**config.mk**
```make
export PLATFORM = sky130hd
export DESIGN_NAME = filtered_pid_controller
export DESIGN_NICKNAME = d
export VERILOG_FILES = /design/src/fpc_pkg.sv /design/src/fpc_serial_mul.sv /design/src/filtered_pid_controller.sv
export SDC_FILE = /design/constraint.sdc
export NUM_CORES = 2
export LEC_CHECK = 0
export BUFFER_PORTS_ARGS = -buffer_cell sky130_fd_sc_hd__buf_2
export CAP_MARGIN = 10
export CORE_MARGIN = 2
export CORE_UTILIZATION = 45
export CTS_BUF_LIST = sky130_fd_sc_hd__clkbuf_4
export CTS_CLUSTER_SIZE = 25
export DETAILED_ROUTE_END_ITERATION = 8
export PLACE_DENSITY = 0.69
export RECOVER_POWER = 100
export SLEW_MARGIN = 5
export SYNTH_ARGS = -nofsm -noshare
export SYNTH_HDL_FRONTEND = slang
export SYNTH_HIERARCHICAL = 1
export SYNTH_SLANG_ARGS = --single-unit
```
**constraint.sdc**
```tcl
create_clock -name clk -period 14.1 [get_ports clk]
set_input_delay 2.115 -clock clk [delete_from_list [all_inputs] [get_ports clk]]
set_output_delay 2.115 -clock clk [all_outputs]
set_load 0.01 [all_outputs]
```
**src/fpc_pkg.sv**
```systemverilog
`timescale 1ns / 1ps

package fpc_pkg;

    // Defaults for the top level parameters
    localparam int DATA_WIDTH_DEF = 32;
    localparam int RADIUS_DEF     = 65536;

    // Fixed point: Q16.16 data, Q1.16 filter weights
    localparam int FRAC_W = 16;
    localparam logic [16:0] ONE_Q16 = 17'h10000;

    // Serial multiplier geometry
    localparam int MD_W  = 33;  // multiplicand: data word or a difference of two
    localparam int MR_W  = 36;  // multiplier: gain or alpha, padded to whole digits
    localparam int DIG_W = 4;   // multiplier bits retired per cycle
    localparam int Q_W   = 50;  // product shifted right by FRAC_W
    localparam int SUM_W = 49;  // integral term and output sum before clamping

    localparam int CFG_IDX_W = 4;

    // Register map
    typedef enum logic [CFG_IDX_W-1:0] {
        CFG_OUT_MAX     = 4'd0,
        CFG_OUT_MIN     = 4'd1,
        CFG_KP          = 4'd2,
        CFG_KI_TIMES_DT = 4'd3,
        CFG_KD_OVER_DT  = 4'd4,
        CFG_ALPHA_P     = 4'd5,
        CFG_ALPHA_D     = 4'd6,
        CFG_INTEG_LIMIT = 4'd7
    } cfg_index_t;

    // Sample sequencer
    typedef enum logic [3:0] {
        S_IDLE,
        S_ERR,
        S_P_MUL,
        S_P_BLEND,
        S_I_MUL,
        S_D_MUL,
        S_D_BLEND,
        S_SUM,
        S_OUT
    } fpc_state_t;

    // Multiplier status toward the sequencer
    typedef struct packed {
        logic busy;
        logic done;
    } mul_status_t;

endpackage

```
**src/fpc_serial_mul.sv**
```systemverilog
`timescale 1ns / 1ps

// Signed digit-serial multiplier, least significant digit first.
// The multiplier operand is retired DIG_W bits per cycle; its top digit is signed.
module fpc_serial_mul (
    input  logic                                 clk,
    input  logic                                 rst_n,
    input  logic                                 start,
    input  logic signed [fpc_pkg::MD_W-1:0]      md,
    input  logic        [fpc_pkg::MR_W-1:0]      mr,
    output fpc_pkg::mul_status_t                 status,
    output logic signed [fpc_pkg::Q_W-1:0]       q
);

    localparam int MDW  = fpc_pkg::MD_W;
    localparam int MRW  = fpc_pkg::MR_W;
    localparam int DGW  = fpc_pkg::DIG_W;
    localparam int QW   = fpc_pkg::Q_W;
    localparam int FRAC = fpc_pkg::FRAC_W;
    localparam int NDIG = MRW / DGW;
    localparam int CW   = (NDIG > 1) ? $clog2(NDIG) : 1;
    localparam int HW   = MDW + DGW + 1;
    localparam int PW   = HW + MRW;

    logic signed [MDW-1:0] md_reg, md_next;
    logic        [MRW-1:0] mr_reg, mr_next;
    logic signed [HW-1:0]  hi_reg, hi_next;
    logic        [MRW-1:0] lo_reg, lo_next;
    logic        [CW-1:0]  cnt_reg, cnt_next;
    logic                  busy_reg, busy_next;
    logic                  done_reg, done_next;

    logic                  last_dig;
    logic        [DGW-1:0] dig;
    logic signed [DGW:0]   dig_s;
    logic signed [HW-1:0]  pp;
    logic signed [HW-1:0]  step;
    logic        [PW-1:0]  prod_full;

    // One digit of partial product per cycle
    assign last_dig = (cnt_reg == CW'(NDIG - 1));
    assign dig      = mr_reg[DGW-1:0];
    assign dig_s    = last_dig ? $signed({dig[DGW-1], dig}) : $signed({1'b0, dig});
    assign pp       = HW'(md_reg) * HW'(dig_s);
    assign step     = hi_reg + pp;

    assign prod_full = {hi_reg, lo_reg};
    assign q         = $signed(prod_full[FRAC +: QW]);
    assign status    = '{busy: busy_reg, done: done_reg};

    // Load, iterate, flag completion
    always_comb
    begin
        md_next   = md_reg;
        mr_next   = mr_reg;
        hi_next   = hi_reg;
        lo_next   = lo_reg;
        cnt_next  = cnt_reg;
        busy_next = busy_reg;
        done_next = 1'b0;
        if (start)
        begin
            md_next   = md;
            mr_next   = mr;
            hi_next   = '0;
            lo_next   = '0;
            cnt_next  = '0;
            busy_next = 1'b1;
        end
        else if (busy_reg)
        begin
            hi_next  = step >>> DGW;
            lo_next  = {step[DGW-1:0], lo_reg[MRW-1:DGW]};
            mr_next  = mr_reg >> DGW;
            cnt_next = cnt_reg + CW'(1);
            if (last_dig)
            begin
                busy_next = 1'b0;
                done_next = 1'b1;
            end
        end
    end

    always_ff @(posedge clk or negedge rst_n)
    begin
        if (!rst_n)
        begin
            cnt_reg  <= '0;
            busy_reg <= 1'b0;
            done_reg <= 1'b0;
        end
        else
        begin
            cnt_reg  <= cnt_next;
            busy_reg <= busy_next;
            done_reg <= done_next;
        end
    end

    always_ff @(posedge clk)
    begin
        md_reg <= md_next;
        mr_reg <= mr_next;
        hi_reg <= hi_next;
        lo_reg <= lo_next;
    end

endmodule

```
**src/filtered_pid_controller.sv**
```systemverilog
`timescale 1ns / 1ps

// PID controller with low-pass filtered proportional and derivative terms, signed Q16.16
// throughout. One sample request (target, measured, restart) yields one drive value,
// clamped to [out_min, out_max]. The block works one sample at a time: a new sample is
// taken only after the last one has made five passes through one shared multiplier that
// retires four multiplier bits per cycle (kp*error, P blend, ki*integrator, kd*delta
// error, D blend) and its drive value has been registered. A result may wait on
// out_stall while the next sample is already accepted and computed. Restart clears the
// integrator, the previous error and the D filter before the sample is used; the P filter
// is kept. Alphas with low 17 bits above 65536 are stored as 65536. Registers are written
// through the cfg port, which is always ready; write only while no sample is in flight.
module filtered_pid_controller #(
    parameter int DATA_WIDTH   = fpc_pkg::DATA_WIDTH_DEF,
    parameter int INTEG_RADIUS = fpc_pkg::RADIUS_DEF
) (
    input  logic                            clk,
    input  logic                            rst_n,
    // sample input
    input  logic                            in_valid,
    output logic                            in_stall,
    input  logic signed [31:0]              target,
    input  logic signed [31:0]              measured,
    input  logic                            restart,
    // result output
    output logic                            out_valid,
    input  logic                            out_stall,
    output logic signed [31:0]              drive,
    // register writes
    input  logic                            cfg_valid,
    output logic                            cfg_ready,
    input  logic [fpc_pkg::CFG_IDX_W-1:0]   cfg_index,
    input  logic [31:0]                     cfg_data
);

    localparam int QW  = fpc_pkg::Q_W;
    localparam int MDW = fpc_pkg::MD_W;
    localparam int MRW = fpc_pkg::MR_W;
    localparam int SW  = fpc_pkg::SUM_W;
    localparam int DW  = (DATA_WIDTH > 32) ? 32 : DATA_WIDTH;

    localparam logic signed [QW-1:0]  SAT_HI = QW'((64'sd1 <<< (DW - 1)) - 64'sd1);
    localparam logic signed [QW-1:0]  SAT_LO = QW'(-(64'sd1 <<< (DW - 1)));
    localparam logic signed [MDW-1:0] RADIUS = MDW'(INTEG_RADIUS);

    function automatic logic signed [31:0] sat_dw(input logic signed [QW-1:0] v);
        logic signed [QW-1:0] r;
        r = v;
        if (v > SAT_HI)
            r = SAT_HI;
        else if (v < SAT_LO)
            r = SAT_LO;
        return r[31:0];
    endfunction

    // configuration registers
    logic signed [31:0] out_max_reg, out_max_next;
    logic signed [31:0] out_min_reg, out_min_next;
    logic signed [31:0] kp_reg, kp_next;
    logic signed [31:0] ki_reg, ki_next;
    logic signed [31:0] kd_reg, kd_next;
    logic [16:0]        alpha_p_reg, alpha_p_next;
    logic [16:0]        alpha_d_reg, alpha_d_next;
    logic [30:0]        integ_limit_reg, integ_limit_next;
    logic [16:0]        alpha_wr;

    // controller state
    fpc_pkg::fpc_state_t state_reg, state_next;
    logic signed [31:0] integ_reg, integ_next;
    logic signed [31:0] last_err_reg, last_err_next;
    logic signed [31:0] p_filt_reg, p_filt_next;
    logic signed [31:0] d_filt_reg, d_filt_next;
    logic               out_valid_reg, out_valid_next;

    // per-sample working values
    logic signed [31:0] target_reg, target_next;
    logic signed [31:0] measured_reg, measured_next;
    logic signed [31:0] err_reg, err_next;
    logic signed [31:0] praw_reg, praw_next;
    logic signed [31:0] draw_reg, draw_next;
    logic signed [SW-1:0] iterm_reg, iterm_next;
    logic signed [SW-1:0] sum_reg, sum_next;
    logic signed [31:0] drive_reg, drive_next;

    // multiplier hookup
    logic                    mul_start;
    logic signed [MDW-1:0]   mul_md;
    logic        [MRW-1:0]   mul_mr;
    fpc_pkg::mul_status_t    mul_st;
    logic signed [QW-1:0]    mul_q;

    // datapath helpers
    logic signed [MDW-1:0] diff_in;
    logic signed [31:0]    err_c;
    logic signed [31:0]    sat_q;
    logic signed [MDW-1:0] err_ext;
    logic signed [MDW-1:0] mag;
    logic signed [MDW-1:0] acc;
    logic signed [MDW-1:0] lim;
    logic signed [MDW-1:0] acc_clamped;
    logic signed [31:0]    integ_c;
    logic signed [MDW-1:0] d_diff;
    logic signed [SW-1:0]  sum_c;
    logic signed [31:0]    drive_c;
    logic                  in_accept;

    fpc_serial_mul u_mul (
        .clk    (clk),
        .rst_n  (rst_n),
        .start  (mul_start),
        .md     (mul_md),
        .mr     (mul_mr),
        .status (mul_st),
        .q      (mul_q)
    );

    assign cfg_ready = 1'b1;
    assign in_stall  = (state_reg != fpc_pkg::S_IDLE);
    assign in_accept = in_valid && !in_stall;
    assign out_valid = out_valid_reg;
    assign drive     = drive_reg;

    // error, saturated product
    assign diff_in = MDW'(target_reg) - MDW'(measured_reg);
    assign err_c   = sat_dw(QW'(diff_in));
    assign sat_q   = sat_dw(mul_q);

    // integrator with conditional accumulation and limit clamp
    assign err_ext = MDW'(err_reg);
    assign mag     = err_ext[MDW-1] ? -err_ext : err_ext;
    assign acc     = MDW'(integ_reg) + ((mag < RADIUS) ? err_ext : '0);
    assign lim     = $signed({2'b00, integ_limit_reg});
    always_comb
    begin
        acc_clamped = acc;
        if (acc > lim)
            acc_clamped = lim;
        else if (acc < -lim)
            acc_clamped = -lim;
    end
    assign integ_c = sat_dw(QW'(acc_clamped));

    assign d_diff = MDW'(err_reg) - MDW'(last_err_reg);

    // output sum and clamp; with crossed bounds, sums above out_max give out_max, all others out_min
    assign sum_c = SW'(p_filt_reg) + iterm_reg + SW'(d_filt_reg);
    always_comb
    begin
        if (sum_reg > SW'(out_max_reg))
            drive_c = out_max_reg;
        else if (sum_reg < SW'(out_min_reg))
            drive_c = out_min_reg;
        else
            drive_c = sum_reg[31:0];
    end

    // register writes
    always_comb
    begin
        alpha_wr         = (cfg_data[16:0] > fpc_pkg::ONE_Q16) ? fpc_pkg::ONE_Q16
                                                               : cfg_data[16:0];
        out_max_next     = out_max_reg;
        out_min_next     = out_min_reg;
        kp_next          = kp_reg;
        ki_next          = ki_reg;
        kd_next          = kd_reg;
        alpha_p_next     = alpha_p_reg;
        alpha_d_next     = alpha_d_reg;
        integ_limit_next = integ_limit_reg;
        if (cfg_valid && cfg_ready)
        begin
            case (cfg_index)
                fpc_pkg::CFG_OUT_MAX:     out_max_next     = cfg_data;
                fpc_pkg::CFG_OUT_MIN:     out_min_next     = cfg_data;
                fpc_pkg::CFG_KP:          kp_next          = cfg_data;
                fpc_pkg::CFG_KI_TIMES_DT: ki_next          = cfg_data;
                fpc_pkg::CFG_KD_OVER_DT:  kd_next          = cfg_data;
                fpc_pkg::CFG_ALPHA_P:     alpha_p_next     = alpha_wr;
                fpc_pkg::CFG_ALPHA_D:     alpha_d_next     = alpha_wr;
                fpc_pkg::CFG_INTEG_LIMIT: integ_limit_next = cfg_data[30:0];
                default:                  ;
            endcase
        end
    end

    // sample sequencer
    always_comb
    begin
        state_next     = state_reg;
        integ_next     = integ_reg;
        last_err_next  = last_err_reg;
        p_filt_next    = p_filt_reg;
        d_filt_next    = d_filt_reg;
        out_valid_next = out_valid_reg;
        target_next    = target_reg;
        measured_next  = measured_reg;
        err_next       = err_reg;
        praw_next      = praw_reg;
        draw_next      = draw_reg;
        iterm_next     = iterm_reg;
        sum_next       = sum_reg;
        drive_next     = drive_reg;
        mul_start      = 1'b0;
        mul_md         = '0;
        mul_mr         = '0;

        if (out_valid_reg && !out_stall)
            out_valid_next = 1'b0;

        case (state_reg)
            fpc_pkg::S_IDLE:
            begin
                if (in_accept)
                begin
                    target_next   = target;
                    measured_next = measured;
                    if (restart)
                    begin
                        integ_next    = '0;
                        last_err_next = '0;
                        d_filt_next   = '0;
                    end
                    state_next = fpc_pkg::S_ERR;
                end
            end
            fpc_pkg::S_ERR:
            begin
                err_next   = err_c;
                mul_start  = 1'b1;
                mul_md     = MDW'(err_c);
                mul_mr     = MRW'(kp_reg);
                state_next = fpc_pkg::S_P_MUL;
            end
            fpc_pkg::S_P_MUL:
            begin
                if (mul_st.done)
                begin
                    praw_next  = sat_q;
                    mul_start  = 1'b1;
                    mul_md     = MDW'(p_filt_reg) - MDW'(sat_q);
                    mul_mr     = MRW'(alpha_p_reg);
                    state_next = fpc_pkg::S_P_BLEND;
                end
            end
            fpc_pkg::S_P_BLEND:
            begin
                if (mul_st.done)
                begin
                    // blend = x + floor(alpha * (prev - x) / 2^16), stays between x and prev
                    p_filt_next = praw_reg + mul_q[31:0];
                    integ_next  = integ_c;
                    mul_start   = 1'b1;
                    mul_md      = MDW'(integ_c);
                    mul_mr      = MRW'(ki_reg);
                    state_next  = fpc_pkg::S_I_MUL;
                end
            end
            fpc_pkg::S_I_MUL:
            begin
                if (mul_st.done)
                begin
                    iterm_next    = mul_q[SW-1:0];
                    last_err_next = err_reg;
                    mul_start     = 1'b1;
                    mul_md        = d_diff;
                    mul_mr        = MRW'(kd_reg);
                    state_next    = fpc_pkg::S_D_MUL;
                end
            end
            fpc_pkg::S_D_MUL:
            begin
                if (mul_st.done)
                begin
                    draw_next  = sat_q;
                    mul_start  = 1'b1;
                    mul_md     = MDW'(d_filt_reg) - MDW'(sat_q);
                    mul_mr     = MRW'(alpha_d_reg);
                    state_next = fpc_pkg::S_D_BLEND;
                end
            end
            fpc_pkg::S_D_BLEND:
            begin
                if (mul_st.done)
                begin
                    d_filt_next = draw_reg + mul_q[31:0];
                    state_next  = fpc_pkg::S_SUM;
                end
            end
            fpc_pkg::S_SUM:
            begin
                sum_next   = sum_c;
                state_next = fpc_pkg::S_OUT;
            end
            fpc_pkg::S_OUT:
            begin
                if (!out_valid_reg || !out_stall)
                begin
                    drive_next     = drive_c;
                    out_valid_next = 1'b1;
                    state_next     = fpc_pkg::S_IDLE;
                end
            end
            default:
            begin
                state_next = fpc_pkg::S_IDLE;
            end
        endcase
    end

    // control and filter state
    always_ff @(posedge clk or negedge rst_n)
    begin
        if (!rst_n)
        begin
            state_reg       <= fpc_pkg::S_IDLE;
            out_valid_reg   <= 1'b0;
            integ_reg       <= '0;
            last_err_reg    <= '0;
            p_filt_reg      <= '0;
            d_filt_reg      <= '0;
            out_max_reg     <= 32'sh7FFF_FFFF;
            out_min_reg     <= 32'sh8000_0000;
            kp_reg          <= '0;
            ki_reg          <= '0;
            kd_reg          <= '0;
            alpha_p_reg     <= '0;
            alpha_d_reg     <= '0;
            integ_limit_reg <= 31'h7FFF_FFFF;
        end
        else
        begin
            state_reg       <= state_next;
            out_valid_reg   <= out_valid_next;
            integ_reg       <= integ_next;
            last_err_reg    <= last_err_next;
            p_filt_reg      <= p_filt_next;
            d_filt_reg      <= d_filt_next;
            out_max_reg     <= out_max_next;
            out_min_reg     <= out_min_next;
            kp_reg          <= kp_next;
            ki_reg          <= ki_next;
            kd_reg          <= kd_next;
            alpha_p_reg     <= alpha_p_next;
            alpha_d_reg     <= alpha_d_next;
            integ_limit_reg <= integ_limit_next;
        end
    end

    // working values
    always_ff @(posedge clk)
    begin
        target_reg   <= target_next;
        measured_reg <= measured_next;
        err_reg      <= err_next;
        praw_reg     <= praw_next;
        draw_reg     <= draw_next;
        iterm_reg    <= iterm_next;
        sum_reg      <= sum_next;
        drive_reg    <= drive_next;
    end

`ifndef SYNTHESIS
    // multiplier is never restarted mid-run
    a_mul_start_idle: assert property (@(posedge clk) disable iff (!rst_n)
        mul_start |-> !mul_st.busy)
        else $error("multiplier started while busy");

    // a product only lands in a state that waits for one
    a_mul_done_state: assert property (@(posedge clk) disable iff (!rst_n)
        mul_st.done |-> (state_reg == fpc_pkg::S_P_MUL || state_reg == fpc_pkg::S_P_BLEND ||
                         state_reg == fpc_pkg::S_I_MUL || state_reg == fpc_pkg::S_D_MUL ||
                         state_reg == fpc_pkg::S_D_BLEND))
        else $error("multiplier result arrived outside a wait state");

    // accepted sample goes straight to error computation
    a_accept_to_err: assert property (@(posedge clk) disable iff (!rst_n)
        in_accept |=> state_reg == fpc_pkg::S_ERR)
        else $error("accepted sample did not start processing");

    // filter weights never exceed one
    a_alpha_range: assert property (@(posedge clk) disable iff (!rst_n)
        alpha_p_reg <= fpc_pkg::ONE_Q16 && alpha_d_reg <= fpc_pkg::ONE_Q16)
        else $error("filter weight above one");
`endif

endmodule

```
==> impl_results.md <==
- Gr usage total: 25.6%
- Sink Count: 777
- Initial Util: 45.4%
- Clk_lat worst skew: 1.27 ns
- Min-Delay Startpoint: u_mul/hi_reg[30]
- Setup TNS Final: 0 ns
- CP endpoint kind: flip-flop
- CP peak stage delay: 1.97 ns
- Crit path kind: flip-flop to flip-flop
- # IOs: 141
- Routed WL per cell: 21.6 µm
- Synth Warn #: 6
- Gate Count Post-Synth: 5554
- # H-tree levels: 4
- First-pass GRT wire length: 251000 µm
- Crit Reg-Reg Endpoint: u_mul/md_reg[16]
- Placer Congestion: 0.953
- Die height: 358 µm
- Post-CTS Setup Inserts: 0
- Max Freq: 89.8 MHz
- Lkg Pwr: 28.3 nW
- Crit path launch type: flip-flop
- Worst Path Max Fanout: 46
- R2R Setup Slk: 2.96 ns
- Number of global-route vias before repair: 43.0k
- Worst-path clk slew: 0.06 ns
- Minimum clock period: 11.14 ns
- Initial antenna violation count: 16
- Total Wirelength: 164000 µm
- Pin count of the biggest net entering global routing: 164
- Core box area: 124000 µm²
- Final Setup Violations: 0
- Actual slew at the worst max-slew pin: 5.47 ns
- Die span in x: 358 µm
- Reg-to-reg startpoint: err_reg[31]
- Required @ worst endpoint: 15.08 ns
- Cell area after synthesis: 56300 µm²
- Tcrit/Tclk final: 79.0%
- Clock Skew: 0.102 ns
- Fraction of layout cells with a size suffix above 1: 13.8%
- Vias post-DR: 43.7k
- Remaining DRCs: 0
- Nets: 6553
- Final hold violation count: 0
- CTS Buf Count: 206
- Worst reg2reg path depth: 29
- Slew Limit Fails: 1642
- Pre-Repair DR Iteration Count: 7
- RSZ-0062 raised after global routing: no
- Post-DR vias/cell: 5.76
- TritonCTS clock tree: done
- Row count: 129
- Clock Root Buffer: clkbuf_4
- Failing checks: capacitance limit, slew limit
- Arrival time worst endpoint: 12.12 ns
- Max Cap Viol: 38
- Starting DRC count in detailed routing: 4049
- CTS resizes: 0
- Maximum VDD drop: 0.229 mV
- Antenna Nets Post-Route: 0
- Post-synth net total: 6357
- Worst Hold Depth: 2
- Outcome: finished with violations
- CTS Buffer Depth: 3
- Pwr Total: 14.3 mW
- Hold Crit Class: flip-flop to flip-flop
- # fillers: 11.5k
- DP HPWL: 125000 µm
- Pwr Density: 235 nW/µm²
- Slew margin rel.: -265%
- Syn_area_per_cell: 10.1 µm²
- CP max-delay cell: clkbuf_1
- Hold path endpoint: u_mul/hi_reg[30]
- Syn-to-layout area delta: 8.66%
- Hold buffers post-CTS: 0
- Aggregate global routing overflow: 0
- Port Buffers: 139
- Finished Core Util: 49.3%
- Die area: 128000 µm²
-- per-layer routing --
metal	GRT usage (%)	routed length (µm)	vias up
li1	-	-	20500
met1	35.1	70500	21300
met2	39.4	72200	1644
met3	5.68	15100	299
met4	10.4	6010	8
met5	0	49	-
-- cell usage in the layout (no fill, tap or decap), types with 45 or more instances in the layout --
cell type    n
fa_1       190
a211oi_1    46
nand4_1     77
xor2_1      87
nand3_1     97
edfxtp_1   359
clkbuf_4   325
inv_1      581
nor3_1      59
nand2_1    290
dfstp_2     63
mux2i_1     81
xnor2_1    197
o21bai_1    49
o21a_1      51
a221oi_1    45
o21ai_0    280
buf_2      102
nor2_1     310
clkbuf_1    76
nor2b_1     61
mux2_2     218
ha_1       507
a21o_1     212
and2_1     171
dfxtp_1     54
dfrtp_1    300
a21oi_1    341
-- critical path, delay by kind of cell (launching register included) --
family | cells | cell delay (ns)
xor+xnor | 1 | 0.28
fa+ha+maj | 3 | 0.91
buf+inv | 5 | 3.44
simple gates | 5 | 1.72
compound gates | 15 | 3.63
flops | 1 | 0.82
-- stage by stage --
| step | setup slack, ns | hold slack (ns) | cell area [µm²] | cells |
|---|---|---|---|---|
| final | 2.96 | 0.478 | 61200 | 7584 |
| after global routing | 2.36 | 0.506 | 61100 | 7581 |
| after CTS | 5.25 | 0.483 | 61500 | 7571 |
| after detailed placement | 5.28 | 0.474 | 58600 | 7179 |
| after global placement | 5.38 | 0.463 | 58600 | 7179 |
| after floorplan | 7.58 | 0.450 | 56300 | 5554 |
-- where the power goes --
part	total (mW)	internal, mW	switching [mW]	leakage [nW]
sequential	3.66	3.10	0.560	8.37
combinational	8.51	3.42	5.10	18.2
clock	2.17	1.15	1.02	1.72
total	14.3	7.67	6.68	28.3
-- how the worst max path moves through the flow --
stage                           start          endpoint  slack (ns)  cells after the start
final                     err_reg[31]  u_mul/md_reg[16]        2.96                     29
after global routing      err_reg[31]  u_mul/md_reg[16]        2.36                     29
after CTS                 err_reg[31]  u_mul/md_reg[16]        5.25                     29
after detailed placement  err_reg[31]  u_mul/md_reg[16]        5.28                     29
after global placement    err_reg[31]  u_mul/md_reg[16]        5.38                     29
after floorplan            err_reg[1]   u_mul/md_reg[4]        7.58                     29
-- cell type report --
class / count / area (µm²) / area share (%)
repair buffers: 195 / 921 / 1.51
flip-flops and latches: 777 / 21100 / 34.4
inverters: 583 / 2190 / 3.58
clock buffers: 325 / 2440 / 3.99
clock inverters: 67 / 469 / 0.767
diodes: 13 / 32.5 / 0.0532
multi-input cells: 3987 / 32000 / 52.3
well taps: 1637 / 2050 / 3.35
Note: power is estimated with default switching activity, not from simulation.
